`src/rtl/cmbp_ram.sv`:
```
// Generic simple dual port RAM with one write port and a registered read port.
// Standalone; sized by its WIDTH and DEPTH parameters.
`default_nettype none
module cmbp_ram #(
  parameter int WIDTH = 8,
  parameter int DEPTH = 256
) (
  input  wire logic                     clk,
  input  wire logic                     we,
  input  wire logic [$clog2(DEPTH)-1:0] waddr,
  input  wire logic [WIDTH-1:0]         wdata,
  input  wire logic [$clog2(DEPTH)-1:0] raddr,
  output logic      [WIDTH-1:0]         rdata
);
  logic [WIDTH-1:0] mem [DEPTH];

  always_ff @(posedge clk) begin
    if (we) begin
      mem[waddr] <= wdata;
    end
    rdata <= mem[raddr];
  end
endmodule
`default_nettype wire

```
`config.mk`:
```
export PLATFORM = sky130hd
export DESIGN_NAME = cmbp_ram
export DESIGN_NICKNAME = d
export VERILOG_FILES = /design/src/rtl/cmbp_ram.sv
export SDC_FILE = /design/constraint.sdc
export NUM_CORES = 2
export LEC_CHECK = 0
export BUFFER_PORTS_ARGS = -buffer_cell sky130_fd_sc_hd__buf_2
export CORE_MARGIN = 3
export CORE_UTILIZATION = 35
export CTS_CLUSTER_SIZE = 10
export DETAILED_ROUTE_END_ITERATION = 8
export PLACE_DENSITY = 0.58
export SYNTH_ARGS = -nofsm -noshare
export SYNTH_HDL_FRONTEND = slang
export SYNTH_SLANG_ARGS = --single-unit
```
`constraint.sdc`:
```
create_clock -name clk -period 4.1 [get_ports clk]
set_input_delay 0.615 -clock clk [delete_from_list [all_inputs] [get_ports clk]]
set_output_delay 0.615 -clock clk [all_outputs]
set_load 0.005 [all_outputs]
```
== After elaboration in Yosys (flattened, before gate mapping) ==
Memories as Yosys holds them, arrays and structs flattened. A register that Yosys moved wholly into a read port is not among the register bits.
Cells that the tools add are included.

* Memories kept: 1
* Bits in registers: 0
* Bits of input ports: 26
* RAM bits: 2048
* Logic and storage cells: 3
* Output and inout bits: 8

{| class="wikitable"
|+ Memories
! memory !! words !! bits a word !! read ports !! clocked after Yosys merged registers in !! write ports !! line !! RTL
|-
| mem || 256 || 8 || 1 || 1 || 1 || 15 || <nowiki>logic [WIDTH-1:0] mem [DEPTH];</nowiki>
|}

* Muxes and demuxes: 2

{| class="wikitable"
|+ Operator list
! cell !! count
|-
| $mux W1 || 2
|}

== Depth between registers and ports, before layout ==
* Depth after elaboration: 2
* Mapped depth: 11
* Depth with buffers taken out: 6

== Worst setup path before layout ==
Ideal clock, no wire load.

* Path type: input to register
* Start point: in raddr[0]
* End point: reg rdata[2] (read register of mem)
* Buffers on the path: 4
* Data required time: 3969 ps
* Stages on the path: 9
* Arrival time: 2422 ps
* Setup time: 131 ps
* Path slack: 1547 ps
* Cell sequence: buf_6 > buf_12 > buf_8 > buf_2 > mux4_2 > a22oi_1 > a21oi_1 > nor4_1 > nor4_2

{| class="wikitable"
|+ RTL lines
! item !! line !! RTL
|-
| from (decl) || 12 || <nowiki>input wire logic [$clog2(DEPTH)-1:0] raddr,</nowiki>
|-
| to (decl) || 13 || <nowiki>output logic [WIDTH-1:0] rdata</nowiki>
|}

==> impl_metrics.py <==
metrics = {
    "timing": {
        "clock.fmax_mhz": 311.2,
        "worstMarginPinSlew_ns": 1.353,
        "skew_ns": 0.03986,
        "holdWs_ns": 0.2494,
        "setup_viol": 0,
        "fin_crit_ns": 3.213,
        "hold_violations": 0,
        "maxSlewViolCount": 0,
        "fin_tns_setup_ns": 0,
        "relSlewSlack_pct": 8.996,
        "rsz0062_at_grt": "no",
        "fin_crit_sh_pct": 78.38,
    },
    "job": {
        "maxCapViolCount": 0,
    },
    "cells_and_area": {
        "final_cell_mix": "2,048 x edfxtp_1, 454 x mux4_2, 279 x nor2_1",
        "drive_above_1_share_pct": 24.51,
        "fin_nets": 4028,
        "final_common_cell": "edfxtp_1",
        "fillers": 19725,
        "areaGrowthSynthToFinish_pct": 13.86,
    },
    "clocking": {
        "cts.sinks": 2056,
        "clkLatencyLatePin_ns": 0.84,
        "numCtsBuffers": 226,
        "ctsHtreeMaxLevel": 4,
        "cts.hold.buffers_added": 0,
        "path_clk_slew_ns": 0.05,
        "cts_buffer_depth": 3,
        "root_buffer": "clkbuf_16",
        "cts_tree": "built",
        "cts_setup_buffers": 0,
        "cts_resized": 0,
    },
    "die": {
        "dieArea_um2": 233100,
        "core_area_um2": 225300,
        "start_util_pct": 35.31,
        "ios": 34,
        "die_x_um": 482.8,
        "die_h_um": 482.8,
        "rows": 174,
    },
    "logic_synthesis": {
        "yosysSeqAreaShare_pct": 77.50,
        "synth_area_um2": 79560,
        "async_flop_share_pct": 0,
        "synth-seq-cells": 2056,
        "synth_flop_cell": "edfxtp_1",
        "synth-edff-count": 2048,
        "synth_top_area_cell": "edfxtp_1",
        "synth_area_per_cell_um2": 21.31,
        "yosysWarnings": 0,
        "synth_area_leaders": "edfxtp_1 77%, mux4_2 13%, mux2i_1 1.7%",
        "yosysTopAreaCellShare_pct": 77.30,
        "syn-instance-count": 3733,
        "synth_nets": 3759,
        "synth_cell_type_count": 55,
    },
    "worst_setup_path": {
        "worstPathMaxFanout": 25,
        "arrival_ns": 3.88,
        "worstPathCellList": "buf_8 > buf_12 > buf_4 > buf_4 > mux2i_1 > o221ai_1 > a21oi_1 > nor3_1 > nor4_1 > nor4_1",
        "critPathRequiredTime_ns": 4.77,
        "critPathCaptureType": "flip-flop",
        "startpoint_type": "input port",
        "slowest_delay_ns": 1.15,
        "worstSetupPathType": "in2reg",
        "crit_path_top_delay_cell": "nor4_1",
    },
    "global_routing": {
        "grt_pass1_vias": 39749,
        "antenna_found_initial": 13,
        "track_usage_pct": 17.60,
        "grt_first_pass_wirelength_um": 296200,
        "grt_max_degree": 135,
        "grt-ovfl-total": 0,
    },
    "power_and_ir_drop": {
        "p_leak_nw": 27.75,
        "ir_worst_vdd_v": 0.0003509,
        "power_density_nw_per_um2": 476.9,
        "total_power_w": 0.04319,
    },
    "placed_design": {
        "dp_hpwl_um": 128300,
        "gp_congestion": 0.8558,
        "portBuffers": 33,
    },
    "detailed_routing": {
        "drc_errors": 0,
        "wl_per_cell_um": 29.23,
        "ant_nets": 0,
        "vias_per_cell": 5.558,
        "drt_iter0_markers": 4326,
        "dr.pass1.iters": 6,
        "vias": 39186,
        "wl_um": 206100,
    },
    "min_path": {
        "hp-class": "in2reg",
    },
    "outcome": {
        "outcome": "finished clean",
    },
}
power by group:
group	switching (W)	internal, W	total, W
registers	0.0000370	0.0232	0.0232
clock network	0.00782	0.00994	0.0178
logic	0.00142	0.000792	0.00221
metal layers:
layer / global-route usage, % / vias up / wire, µm
met5: 0 / - / 11
met4: 4.686 / 2 / 5122
met3: 3.317 / 302 / 13980
met2: 28.04 / 1521 / 99150
met1: 24.94 / 21194 / 87850
li1: - / 16167 / -
synthesized netlist by cell type (all sizes together), types with 6 or more instances:
cell type / n
edfxtp: 2048
mux4: 456
nor2: 282
mux2i: 134
a22oi: 133
buf: 122
clkbuf: 111
a21oi: 96
o221ai: 47
nand3: 34
nand2: 33
nor2b: 31
o22ai: 28
nor4: 27
nor3: 22
a211oi: 16
a221oi: 14
o21ai: 12
nand4: 10
o211ai: 10
a22o: 8
dfxtp: 8
nand2b: 8
and2: 6
layout make-up:
cell class                      instances  area (µm²)  share of cell area [%]
Timing Repair Buffer                  274        2480                   2.738
Sequential cell                      2056       61660                   68.07
Multi-Input combinational cell       1442       16510                   18.22
Tap cell                             2992        3744                   4.133
Clock inverter                         21       370.4                  0.4089
Clock buffer                          261        5808                   6.412
Antenna cell                            3       7.507                0.008288
Inverter                                2       7.507                0.008288
worst max-delay path, delay by kind of cell:
family	cells	cell delay (ns)
muxes	1	0.24
buffers and inverters	4	1.20
and+or+nand+nor	3	1.32
AOI/OAI and AO/OA	2	0.40
stage by stage:
| stage | area (µm²) | util (%) | worst slack [ns] | instances |
|---|---|---|---|---|
| final | 90580 | 40.20 | 0.8866 | 7051 |
| after global routing | 90580 | 40.20 | 0.8028 | 7050 |
| after CTS | 90570 | 40.20 | 0.9254 | 7048 |
| after detailed placement | 84400 | 37.45 | 0.001075 | 6766 |
| after global placement | 84400 | 37.45 | 0.03543 | 6766 |
| after floorplan | 79560 | - | 1.547 | 3733 |
path summary, 6_finish.rpt:
| check | startpoint | end | slack, ns | cells after the start |
|---|---|---|---|---|
| max | raddr[0] | rdata[1] | 0.89 | 10 |
| min | wdata[1] | mem[68][1] | 0.25 | 1 |
| max reg2reg | mem[235][6] | rdata[6] | 1.32 | 5 |
| min reg2reg | mem[41][3] | rdata[3] | 1.07 | 7 |
logic make-up after synthesis:
kind of cell,count (synthesis),share of synthesized area [%]
compound gates,385,3.419
buf+inv,235,1.831
flops,2056,77.50
mux,591,14.62
simple gates,466,2.628
registers in the layout, indices dropped and copies added (netlist names):
register  flops
rdata         8
mem        2048
Power figures use the tool's default switching activity.
