==> src/rtl/cmbp_pkg.sv <==
// Package for the context match byte predictor.
// Holds the sizes and result kind codes; depends on nothing.
`default_nettype none
package cmbp_pkg;
  localparam int MAX_WINDOW    = 8192;
  localparam int CONTEXT_BYTES = 8;
  localparam int LEVELS        = CONTEXT_BYTES + 1;
  localparam int PROB_BITS     = 25;
  localparam int HIST_DEPTH    = MAX_WINDOW + CONTEXT_BYTES;
  localparam int ADDR_W        = $clog2(HIST_DEPTH);
  localparam int CNT_W         = 14;
  localparam int LV_W          = 4;
  localparam int SUM_W         = 41;
  localparam int DIV_W         = 56;
  localparam int DIVR_W        = 16;
  localparam int DIV_CNT_W     = 6;
  localparam int WIN_RESET     = 8000;

  localparam logic [1:0] KIND_FIRST = 2'd0;
  localparam logic [1:0] KIND_NEW   = 2'd1;
  localparam logic [1:0] KIND_REF   = 2'd2;
endpackage
`default_nettype wire

==> src/rtl/cmbp_div.sv <==
// Restoring divider that produces one quotient bit per cycle.
// Depends on cmbp_pkg for its widths.
`default_nettype none
module cmbp_div import cmbp_pkg::*; (
  input  wire logic              clk,
  input  wire logic              rst,
  input  wire logic              start,
  input  wire logic [DIV_W-1:0]  dividend,
  input  wire logic [DIVR_W-1:0] divisor,
  output logic                   done,
  output logic      [DIV_W-1:0]  quotient
);
  logic [DIVR_W-1:0]    rem;
  logic [DIVR_W-1:0]    dvs;
  logic [DIV_CNT_W-1:0] cnt;
  logic                 active;
  logic [DIVR_W:0]      trial;
  logic [DIVR_W:0]      diff;

  always_comb begin
    trial = {rem, quotient[DIV_W-1]};
    diff  = trial - {1'b0, dvs};
  end

  always_ff @(posedge clk) begin
    if (rst) begin
      active <= 1'b0;
      done   <= 1'b0;
      cnt    <= '0;
    end else begin
      done <= 1'b0;
      if (start) begin
        active   <= 1'b1;
        cnt      <= DIV_CNT_W'(DIV_W);
        rem      <= '0;
        dvs      <= divisor;
        quotient <= dividend;
      end else if (active) begin
        if (!diff[DIVR_W]) begin
          rem      <= diff[DIVR_W-1:0];
          quotient <= {quotient[DIV_W-2:0], 1'b1};
        end else begin
          rem      <= trial[DIVR_W-1:0];
          quotient <= {quotient[DIV_W-2:0], 1'b0};
        end
        cnt <= cnt - DIV_CNT_W'(1);
        if (cnt == DIV_CNT_W'(1)) begin
          active <= 1'b0;
          done   <= 1'b1;
        end
      end
    end
  end
endmodule
`default_nettype wire

==> config.mk <==
export PLATFORM = sky130hd
export DESIGN_NAME = cmbp_div
export DESIGN_NICKNAME = d
export VERILOG_FILES = /design/src/rtl/cmbp_pkg.sv /design/src/rtl/cmbp_div.sv
export SDC_FILE = /design/constraint.sdc
export NUM_CORES = 1
export LEC_CHECK = 0
export BUFFER_PORTS_ARGS = -buffer_cell sky130_fd_sc_hd__buf_2
export CORE_MARGIN = 5
export CORE_UTILIZATION = 35
export DETAILED_ROUTE_END_ITERATION = 6
export PLACE_DENSITY_LB_ADDON = 0.3
export SLEW_MARGIN = 0
export SYNTH_ARGS = -nofsm -noshare
export SYNTH_HDL_FRONTEND = slang
export SYNTH_SLANG_ARGS = --single-unit
==> constraint.sdc <==
create_clock -name clk -period 9.16 [get_ports clk]
set_input_delay 1.374 -clock clk [delete_from_list [all_inputs] [get_ports clk]]
set_output_delay 1.374 -clock clk [all_outputs]
set_load 0.01 [all_outputs]
# Word level (Yosys, flattened, before mapping)
# Cells that the tools add are included.
[word_totals]
out_inout_bits = 57
register_bits = 96
inputBits = 75
word_cells = 28
[classes]
n_eq_ne = 1
mux = 11
bitwise = 2
add_sub_neg = 2
reduce_logical = 5
[op_table]
columns = ["op", "n"]
rows = [
  ["two-way mux 56 bit", 2],
  ["two-way mux 16 bit", 2],
  ["subtractor 17 x 16 -> 17 bit", 1],
  ["two-way mux 6 bit", 2],
  ["equality test 6 x 1 -> 1 bit (second input constant)", 1],
  ["subtractor 6 x 1 -> 6 bit (second input constant)", 1],
  ["two-way mux 1 bit", 5],
  ["AND reduction 2 bit", 2],
  ["OR reduction 3 bit", 1],
  ["NOT 1 bit", 2],
  ["nonzero test 2 bit", 1],
  ["OR reduction 2 bit", 1],
]

# Depth between registers and ports, before layout
# Gate-level depths: netlist of the first run.
[logic_depth]
ltp_word = 4
ltp_mapped = 12
ltp_nobuf = 10

# Least setup slack after synthesis of the first run
# OpenSTA, ideal clock, no wires.
[synth_timing]
kind = "input -> register"
startpoint = "input port start"
endpoint = "register quotient[0], enable pin"
n_path_buf = 2
setup_ns = 0.504
t_arrival_ns = 5.051
t_required_ns = 8.656
path_stages = 4
slack_ns = 3.605
path_cell_list = "clkbuf_1 > clkbuf_1 > nor2_1 > nor2_1"
[synth_via]
elab_chain_len = 2
[synth_lines]
columns = ["item", "line", "source"]
rows = [
  ["from (decl)", "cmbp_div.sv:7", "input wire logic start,"],
  ["nonzero test 2 bit (no line)", "-", ""],
  ["AND reduction 2 bit (no line)", "-", ""],
  ["to (signal assigned)", "cmbp_div.sv:37", "quotient <= dividend;"],
  ["to (signal assigned)", "cmbp_div.sv:41", "quotient <= {quotient[DIV_W-2:0], 1'b1};"],
  ["to (signal assigned)", "cmbp_div.sv:44", "quotient <= {quotient[DIV_W-2:0], 1'b0};"],
  ["to (decl)", "cmbp_div.sv:11", "output logic [DIV_W-1:0] quotient"],
]
# Every way passes these cells.
# A chain may end at the register's enable or synchronous reset.

# Worst setup path in the final report of the first run
[layout_timing]
startpoint = "input port start"
endpoint = "register quotient[33], enable pin"
# The elaborated chain is that of the path after synthesis.

==> impl_results.md, run 1 <==
* Status: complete, no violations
* WL per Instance at 15.2 um
* Tcrit/Tclk final at approximately 41%
* Sink Count at 96
* Initial Util at a little over a third
* P_sw at approximately 300 uW
* # Post-CTS Setup Buffers at 0
* Synth area leader: edfxtp_1
* Die Ht at roughly 130 um
* Reg area at ~2800 sq um
* Synthesis Warnings at 0
* Final slew viol count at 0
* Vias in the first global route at ~3400
* Crit path required time at between 9 and 10 ns
* MaxCap Viol Count at 0
* Mean Syn Cell Area at approximately 14 sq um
* CTS Hold Bufs at 0
* Register area share after synthesis at 58.8%
* Post-Syn Area at ~4800 sq um
* CP startpoint kind: input pin
* Area growth from synthesis to layout at 24.8%
* Crit path arrival time at ~3.7 ns
* Final RePlAce weighted congestion at about 0.83
* Synth Register Bits at 96
* Design area at approximately 5900 sq um
* CTS Buf Count at 9
* Fill cells at between 1000 and 1500
* Core area at approximately 13000 sq um
* # diodes at 0
* Largest net degree at the start of global routing at 85
* Main synth FF type: edfxtp_1
* Sequential Power Share at between 40% and 50%
* Worst vdd ir at a little under 0.09 mV
* Via count at between 3000 and 4000
* Clock group share of total power at between 30% and 40%
* DIE WIDTH at 127 um
* Fmax at 268 MHz
* Layout cell share with drive strength beyond 1 at 44.8%
* Via density at roughly 4.8
* Placed insts at roughly 650
* Gate power share at between 10% and 20%
* Htree depth at 3
* Worst-Margin Slew at 1.18 ns
* Async set-reset flop share out of synthesis at 0%
* Post-synth cell types at 41
* Syn Nets at roughly 450
* Fin cells at about 670
* Clk root buf: clkbuf_16
* Top-area cell type share of the netlist area at 55.5%
* Clock Latency Late Sink at between 0.3 and 0.4 ns
* Final nets at around 580
* Multi-input gate area at 1820 sq um
* Setup TNS Final at 0 ns
* # setup viols final at 0
* CP Capture Type: flop
* Detailed placement HPWL at between 7000 and 8000 um
* Post_cts resized at 0
* # DRC at 0
* Ports at approximately 130
* WS Path Type: in -> reg
* Row cnt at between 40 and 50
* Pleak at around 2.4 nW
* Initial drt markers at 166
* Critical Path Fanout Max at 84
* WL final at around 10000 um
* Drt first pass iters at 4
* Internal at about 900 uW
* Gr usage total at between 10% and 20%
* Skew final at 0.00931 ns
* Most frequent cells in the layout: buf_2 (131), edfxtp_1 (88), mux2_2 (55)
* ANT nets after route at 0
* DP Area at ~5600 sq um
* GR Overflow Total at 0
* Sw Ratio at between 20% and 30%
* Die Area at around 16000 sq um
* Initial antenna violation count at 1
* Post-synth EDFFs at slightly below 90
* Most common library cell in the layout ignoring fill and taps: buf_2
* Ranking of synthesized cells by area: edfxtp_1 (55%), mux2_2 (13%), ha_1 (4.7%)
* P per Cell Area at between 200 and 250 nW/um^2
* Reg clk slew, reported paths at roughly 0.060 ns
* Final Util at 44.7%
* Slew headroom at a little over a fifth
* First-pass GRT wire length at 16700 um
* Cells after Synth at ~350
* Hold/Removal Path Class: reg -> reg
* Port-buffer cells at approximately 130
* Tmin final at ~3.7 ns
* CTS tree: done
* Final hold violation count at 0
* Unrepaired setup endpoints after global routing: no
* Largest buffer count on any clock path at 2
## critical path, stage by stage
cell    delay, ns
buf_2        0.07
buf_4        0.74
nor2_1       0.16
nor2_4       0.73
buf_4        0.59
## routing by layer
layer	vias to the layer above	GRT usage [%]	wire, um
li1	1570	-	-
met1	1464	16.2	4540
met2	110	19.8	4480
met3	13	5.17	916
met4	2	5.17	162
met5	-	0	20
## stage by stage
step | setup slack (ns) | hold slack [ns] | power (mW)
3_5_place_dp | 4.98 | 0.502 | 0.772
6_report | 5.43 | 0.521 | 1.19
3_3_place_gp | 5.07 | 0.485 | 0.771
2_1_floorplan | 3.61 | 0.469 | 0.715
4_1_cts | 5.35 | 0.517 | 1.21
5_1_grt | 5.20 | 0.558 | 1.25
## cells by family (layout without fill, tap and decap cells)
| kind of cell | after synthesis | in the layout | share of synthesized area (%) |
|---|---|---|---|
| muxes | 68 | 68 | 15.8 |
| and+or+nand+nor | 71 | 71 | 6.78 |
| xor gates and xnor gates | 18 | 18 | 3.31 |
| DFF | 96 | 96 | 58.8 |
| AOI/OAI and AO/OA | 46 | 46 | 6.93 |
| buffers and inverters | 34 | 171 | 3.18 |
| adders and majority gates | 19 | 19 | 5.15 |
## Yosys cell counts (2+ instances only)
master	number
a2111oi_0	2
a21o_1	2
a21oi_1	13
a21oi_2	5
clkbuf_1	11
dfxtp_1	8
edfxtp_1	88
ha_1	18
inv_1	21
mux2_2	55
mux2i_1	12
nand2_1	17
nand2b_1	4
nand3_1	3
nor2_1	31
nor2b_1	2
nor3_1	6
nor4b_1	2
o211ai_1	3
o211ai_2	2
o21a_1	4
o21ai_0	7
o21ai_2	2
xnor2_1	11
xor2_1	7
## cell type report
cell class                      count  area share [%]
Clock buffer                       11            4.08
Clock inverter                      5            1.75
Inverter                           21            1.33
Multi-Input combinational cell    222            30.6
Sequential cell                    96            47.1
Tap cell                          176            3.70
Timing Repair Buffer              134            11.4
## worst paths after layout
check | startpoint | endpoint | slack [ns] | depth (start not counted)
min | cnt[1] | cnt[1] | 0.52 | 2
min reg2reg | cnt[1] | cnt[1] | 0.52 | 2
max | start | quotient[33] | 5.43 | 5
max reg2reg | quotient[55] | rem[12] | 5.87 | 10
## state kept, by name (all words and copies together) (netlist names)
register,cells
cnt,6
done,1
dvs,16
quotient,56
active,1
rem,16
## power groups by stage
stage          logic (mW)  registers, mW  clock network [mW]
6_report            0.223          0.539               0.431
5_1_grt             0.249          0.543               0.458
4_1_cts             0.226          0.540               0.443
3_5_place_dp        0.224          0.548                   0
3_3_place_gp        0.222          0.549                   0
2_1_floorplan       0.161          0.553                   0
(Power assumes the default switching activity.)
==> inputs of run 2 (changes only) <==
==> constraint.sdc (replaced) <==
create_clock -name clk -period 3.44 [get_ports clk]
set_input_delay 0.516 -clock clk [delete_from_list [all_inputs] [get_ports clk]]
set_output_delay 0.516 -clock clk [all_outputs]
set_load 0.01 [all_outputs]
==> impl_results.md, run 2 (synthesis results as in run 1) <==
* ANT nets after route at 0 (unchanged)
* Slowest library cell on the worst path: o211ai_2
* Initial Util at 35.8% (unchanged)
* Row cnt at 42 (unchanged)
* Hold_sp: divisor[14]
* Clock Latency Late Sink at 0.35 ns (about the same)
* Ports at 132 (unchanged)
* DRT met1 WL at 4650 um (+2.4%)
* Sink Count at 96 (unchanged)
* Skew final at 0.00771 ns (-0.00160 ns)
* Unrepaired setup endpoints after global routing: no
* R2R cell count at 11 (+1)
* WP buf/inv at 2 (-1)
* Reg clk slew, reported paths at 0.07 ns (about the same)
* CTS Hold Bufs at 0 (unchanged)
* Port-buffer cells at 131 (unchanged)
* Detailed placement HPWL at 7740 um (+4.8%)
* Regs by FF count: quotient x56, dvs x16, rem x16
* Setup WS post-layout at 0.502 ns (-4.93 ns)
* Worst vdd ir at 0.393 mV (+340%)
* Biggest register: quotient
* CTS Buf Count at 9 (unchanged)
* DIE WIDTH at 127 um (unchanged)
* Family with the most delay on the worst path: compound AO/OA/AOI/OAI gates
* WS Path Type: reg -> reg
* First-pass GRT wire length at 17300 um (+4.0%)
* Reg-to-reg slack, setup at 0.50 ns (-5.37 ns)
* DP Area at 5630 sq um (+0.54%)
* Crit path required time at 3.52 ns (-5.61 ns)
* Post_cts resized at 0 (unchanged)
* Tmin final at 2.94 ns
* CP startpoint kind: flop
* Sw Ratio at 26.5% (+1.9 points)
* Largest net degree at the start of global routing at 45 (-47%)
* Layout cell share with drive strength beyond 1 at 45.4% (+0.65 points)
* Number of cells on the worst hold path at 1 (-1)
* Hold endpoint: dvs[14]
* Slowest stage delay, CP at 0.42 ns (-0.32 ns)
* Crit path arrival time at 3.02 ns (-0.68 ns)
* Slew headroom at 59.1% (+38 points)
* Core area at 13300 sq um (unchanged)
* CP cell instances: inv_1 > ha_1 > fa_1 > nand2b_1 > a21oi_2 > o21ai_2 > o21a_1 > o211ai_2 > buf_4 > mux2i_1 > nor2_1
* CTS tree: done
* Worst-Margin Slew at 0.613 ns (-0.566 ns)
* Design area at 5960 sq um (+0.34%)
* Gr usage total at 13.5% (+0.66 points)
* Gate power share at 19.0% (+0.3 points)
* MaxCap Viol Count at 0 (unchanged)
* P_sw at 839 uW (+190%)
* Most common library cell in the layout ignoring fill and taps: buf_2
* Htree depth at 3 (unchanged)
* GR Overflow Total at 0 (unchanged)
* Largest buffer count on any clock path at 2 (unchanged)
* Largest register FFs at 56 (unchanged)
* Pleak at 2.45 nW (+0.56%)
* CP Capture Type: flop
* Final slew viol count at 0 (unchanged)
* RR Endpoint: rem[9]
* Initial drt markers at 148 (-11%)
* Metal2 WL at 4820 um (+7.6%)
* Most frequent cells in the layout: buf_2 (131), edfxtp_1 (88), mux2_2 (55)
* # Post-CTS Setup Buffers at 0 (unchanged)
* Top Layer Used: met4
* Clock group share of total power at 35.6% (-0.5 points)
* Sequential Power Share at 45.3% (about the same)
* # setup viols final at 0 (unchanged)
* Final nets at 582 (+0.69%)
* WL per Instance at 15.8 um (+4.0%)
* Via density at 4.79 (+0.89%)
* Pre-CTS setup slack at 0.510 ns (-4.47 ns)
* P per Cell Area at 531 nW/um^2 (+160%)
* Die Ht at 127 um (unchanged)
* Worst hold margin at 0.338 ns (-0.183 ns)
* Critical Path Fanout Max at 7 (-92%)
* Area growth from synthesis to layout at 25.2%
* Met3 WL at 963 um (+5.1%)
* Clk root buf: clkbuf_16
* Internal at 2.33 mW (+160%)
* Tcrit/Tclk final at 85.4%
* Final hold violation count at 0 (unchanged)
* Die Area at 16000 sq um (unchanged)
* Hold/Removal Path Class: in -> reg
* WL final at 10600 um (+4.7%)
* Final RePlAce weighted congestion at 0.835 (+0.54%)
* # DRC at 0 (unchanged)
* Drt first pass iters at 5 (+1)
* Status: complete, no violations
* Setup TNS Final at 0 ns (unchanged)
* Fmax at 340 MHz
* Worst reg2reg path startpoint: quotient[55]
* Via count at 3211 (+1.6%)
* Vias in the first global route at 3450 (+2.0%)
* Initial antenna violation count at 0 (-1)
==> run 2: changes by cell type in the layout (fill, tap and decap cells not counted), sizes merged <==
| cell | change |
|---|---|
| buf | +4 |
| bufinv | -1 |
| clkbuf | -2 |
| diode | +1 |
| inv | +3 |
==> run 2: metal layers <==
layer / track usage [%] / up-vias
met3: 6.35 / 11
met4: 5.05 / 0
met5: 0 / -
met2: 20.9 / 100
met1: 16.6 / 1529
li1: - / 1571
==> run 2: power by group through the flow <==
stage	combinational [mW]	sequential (mW)	clock (mW)
CTS	0.609	1.44	1.16
floorplan	0.431	1.47	0
finish	0.602	1.43	1.13
global placement	0.595	1.46	0
global route	0.673	1.44	1.21
detailed placement	0.607	1.46	0
==> run 2: area by class of cell <==
type | instances | area (sq um)
Fill cell | 1237 | 7330
Tap cell | 176 | 220
Inverter | 21 | 78.8
Clock buffer | 9 | 225
Clock inverter | 7 | 109
Sequential cell | 96 | 2800
Antenna cell | 1 | 2.50
Timing Repair Buffer | 138 | 708
Multi-Input combinational cell | 222 | 1820
==> run 2: worst reg2reg max path, cell delays in order (launching register included) <==
cell and delay, ns:
edfxtp_1 0.34, inv_1 0.06, ha_1 0.22, fa_1 0.41
nand2b_1 0.19, a21oi_2 0.18, o21ai_2 0.10, o21a_1 0.20
o211ai_2 0.42, buf_4 0.28, mux2i_1 0.23, nor2_1 0.06
==> run 2: how the worst max path moves through the flow <==
stage                        endpoint          from  depth (start not counted)  slack, ns
after global routing          rem[13]  quotient[55]                         11       0.33
after global placement         rem[0]  quotient[55]                         11       0.61
final                          rem[9]  quotient[55]                         11       0.50
after detailed placement       rem[9]  quotient[55]                         11       0.51
after CTS                      rem[9]  quotient[55]                         11       0.48
after floorplan           quotient[0]         start                          4       0.75
==> run 2: through the flow <==
stage / instances / power (mW) / util [%]
2_1_floorplan: 352 / 1.90 / -
5_1_grt: 669 / 3.33 / 44.8
3_3_place_gp: 653 / 2.05 / 42.3
3_5_place_dp: 653 / 2.07 / 42.3
4_1_cts: 669 / 3.21 / 44.8
6_report: 670 / 3.16 / 44.9
==> inputs of run 3 (changes only) <==
==> constraint.sdc (replaced) <==
create_clock -name clk -period 2.7 [get_ports clk]
set_input_delay 0.405 -clock clk [delete_from_list [all_inputs] [get_ports clk]]
set_output_delay 0.405 -clock clk [all_outputs]
set_load 0.01 [all_outputs]
==> impl_results.md, run 3 (synthesis results as in run 1) <==
* CP startpoint kind: flop
* Hold/Removal Path Class: in -> reg
* MaxCap Viol Count at 0 (unchanged)
* Slowest stage delay, CP at 0.39 ns (-0.03 ns)
* CTS Buf Count at 9 (unchanged)
* Crit path required time at 2.78 ns (-0.74 ns)
* Worst vdd ir at 0.373 mV (-5.1%)
* Worst setup startpoint: quotient[55]
* P per Cell Area at 650 nW/um^2 (+23%)
* Worst reg2reg path startpoint: quotient[55]
* CP Capture Type: flop
* First-pass GRT wire length at 17400 um (+0.12%)
* Largest buffer count on any clock path at 2 (unchanged)
* Initial Util at 35.8% (unchanged)
* Slowest library cell on the worst path: fa_2
* Via density at 4.76 (-0.75%)
* GR Overflow Total at 0 (unchanged)
* Setup TNS Final at 0 ns (unchanged)
* DIE WIDTH at 127 um (unchanged)
* Initial drt markers at 129 (-13%)
* Largest register FFs at 56 (unchanged)
* Pre-CTS setup slack at -0.00834 ns (-0.519 ns)
* Final RePlAce weighted congestion at 0.832 (-0.45%)
* # setup viols final at 0 (unchanged)
* Die Area at 16000 sq um (unchanged)
* Hold_sp: divisor[12]
* Skew final at 0.00776 ns (+0.0000460 ns)
* Critical Path Fanout Max at 7 (unchanged)
* # diodes at 0 (-1)
* Htree depth at 3 (unchanged)
* # DRC at 0 (unchanged)
* Ports at 132 (unchanged)
* Final hold violation count at 0 (unchanged)
* Reg clk slew, reported paths at 0.07 ns (about the same)
* Most common library cell in the layout ignoring fill and taps: buf_2
* Status: complete, no violations
* Biggest register: quotient
* WL final at 10700 um (+0.82%)
* Slew headroom at 63.7% (+4.6 points)
* Final slew viol count at 0 (unchanged)
* Final nets at 587 (+0.86%)
* Pleak at 2.47 nW (+0.50%)
* Setup WS post-layout at 0.144 ns (-0.358 ns)
* ANT nets after route at 0 (unchanged)
* Via count at 3206 (-0.16%)
* Fill cells at 1237 (unchanged)
* Tmin final at 2.56 ns (-0.382 ns)
* Worst-Margin Slew at 0.545 ns (-0.0685 ns)
* Regs by FF count: quotient x56, dvs x16, rem x16
* Port-buffer cells at 131 (unchanged)
* Fmax at 391 MHz (+15%)
* Vias in the first global route at 3466 (+0.46%)
* Area growth from synthesis to layout at 25.7%
* WL per Instance at 15.9 um (+0.22%)
* Family with the most delay on the worst path: compound AO/OA/AOI/OAI gates
* Die Ht at 127 um (unchanged)
* Crit path arrival time at 2.63 ns (-0.39 ns)
* Clock Latency Late Sink at 0.34 ns (about the same)
* Largest net degree at the start of global routing at 44 (-2.2%)
* Row cnt at 42 (unchanged)
* Core area at 13300 sq um (unchanged)
* WP buf/inv at 2 (unchanged)
* Sink Count at 96 (unchanged)
* Layout cell share with drive strength beyond 1 at 46.2% (+0.75 points)
* CTS tree: done
* Initial antenna violation count at 0 (unchanged)
* Tcrit/Tclk final at 94.7% (+9.3 points)
* WS Path Type: reg -> reg
* Gr usage total at 13.6% (+0.079 points)
* CP cell instances: inv_1 > ha_2 > fa_2 > nand2b_4 > a21oi_4 > o21ai_2 > o21a_1 > o211ai_2 > buf_6 > mux2i_1 > nor2_1
* Drt first pass iters at 4 (-1)
* Detailed placement HPWL at 7850 um (+1.4%)
* Clk root buf: clkbuf_16
* Most frequent cells in the layout: buf_2 (131), edfxtp_1 (88), mux2_2 (55)
run 3: what timing repair did:
action,4_1_cts,5_1_grt
gates resized for setup,2,5
pin swaps,1,5
hold buffers,0,0
buffers inserted,0,3
gates cloned,0,0
endpoints found under the setup margin,2,14
run 3: layout make-up:
type	count	area (sq um)	share of cell area [%]
Inverter	21	78.8	1.32
Clock buffer	13	272	4.54
Clock inverter	3	22.5	0.376
Timing Repair Buffer	143	753	12.6
Multi-Input combinational cell	222	1840	30.7
Tap cell	176	220	3.68
Sequential cell	96	2800	46.8
run 3: path summary, 6_finish.rpt:
kind              endpoint  slack, ns  depth (start not counted)
setup / recovery    rem[9]       0.14                         11
hold / removal     dvs[12]       0.24                          1
setup reg to reg    rem[9]       0.14                         11
hold reg to reg     cnt[1]       0.53                          2
run 3: layer usage:
| metal | routed length [um] | GRT usage, % | vias to the layer above |
|---|---|---|---|
| met5 | 0 | 0 | - |
| met4 | 104 | 3.41 | 0 |
| met3 | 968 | 6.68 | 6 |
| met2 | 5180 | 22.7 | 100 |
| met1 | 4430 | 15.8 | 1523 |
| li1 | - | - | 1577 |
run 3: power breakdown:
part	total [mW]	internal [mW]	switching (mW)
Combinational	0.799	0.382	0.417
Sequential	1.83	1.77	0.0583
Clock	1.27	0.713	0.555
Total	3.89	2.86	1.03
run 3: metrics by stage:
| step | hold slack [ns] | power (mW) | util [%] | instances | area, sq um |
|---|---|---|---|---|---|
| after floorplan | 0.469 | 2.42 | - | 352 | 4770 |
| after global placement | 0.489 | 2.62 | 42.4 | 655 | 5640 |
| after detailed placement | 0.520 | 2.64 | 42.4 | 655 | 5640 |
| after CTS | 0.218 | 3.94 | 44.7 | 671 | 5940 |
| after global routing | 0.212 | 4.12 | 45.0 | 674 | 5990 |
| final | 0.236 | 3.89 | 45.0 | 674 | 5990 |
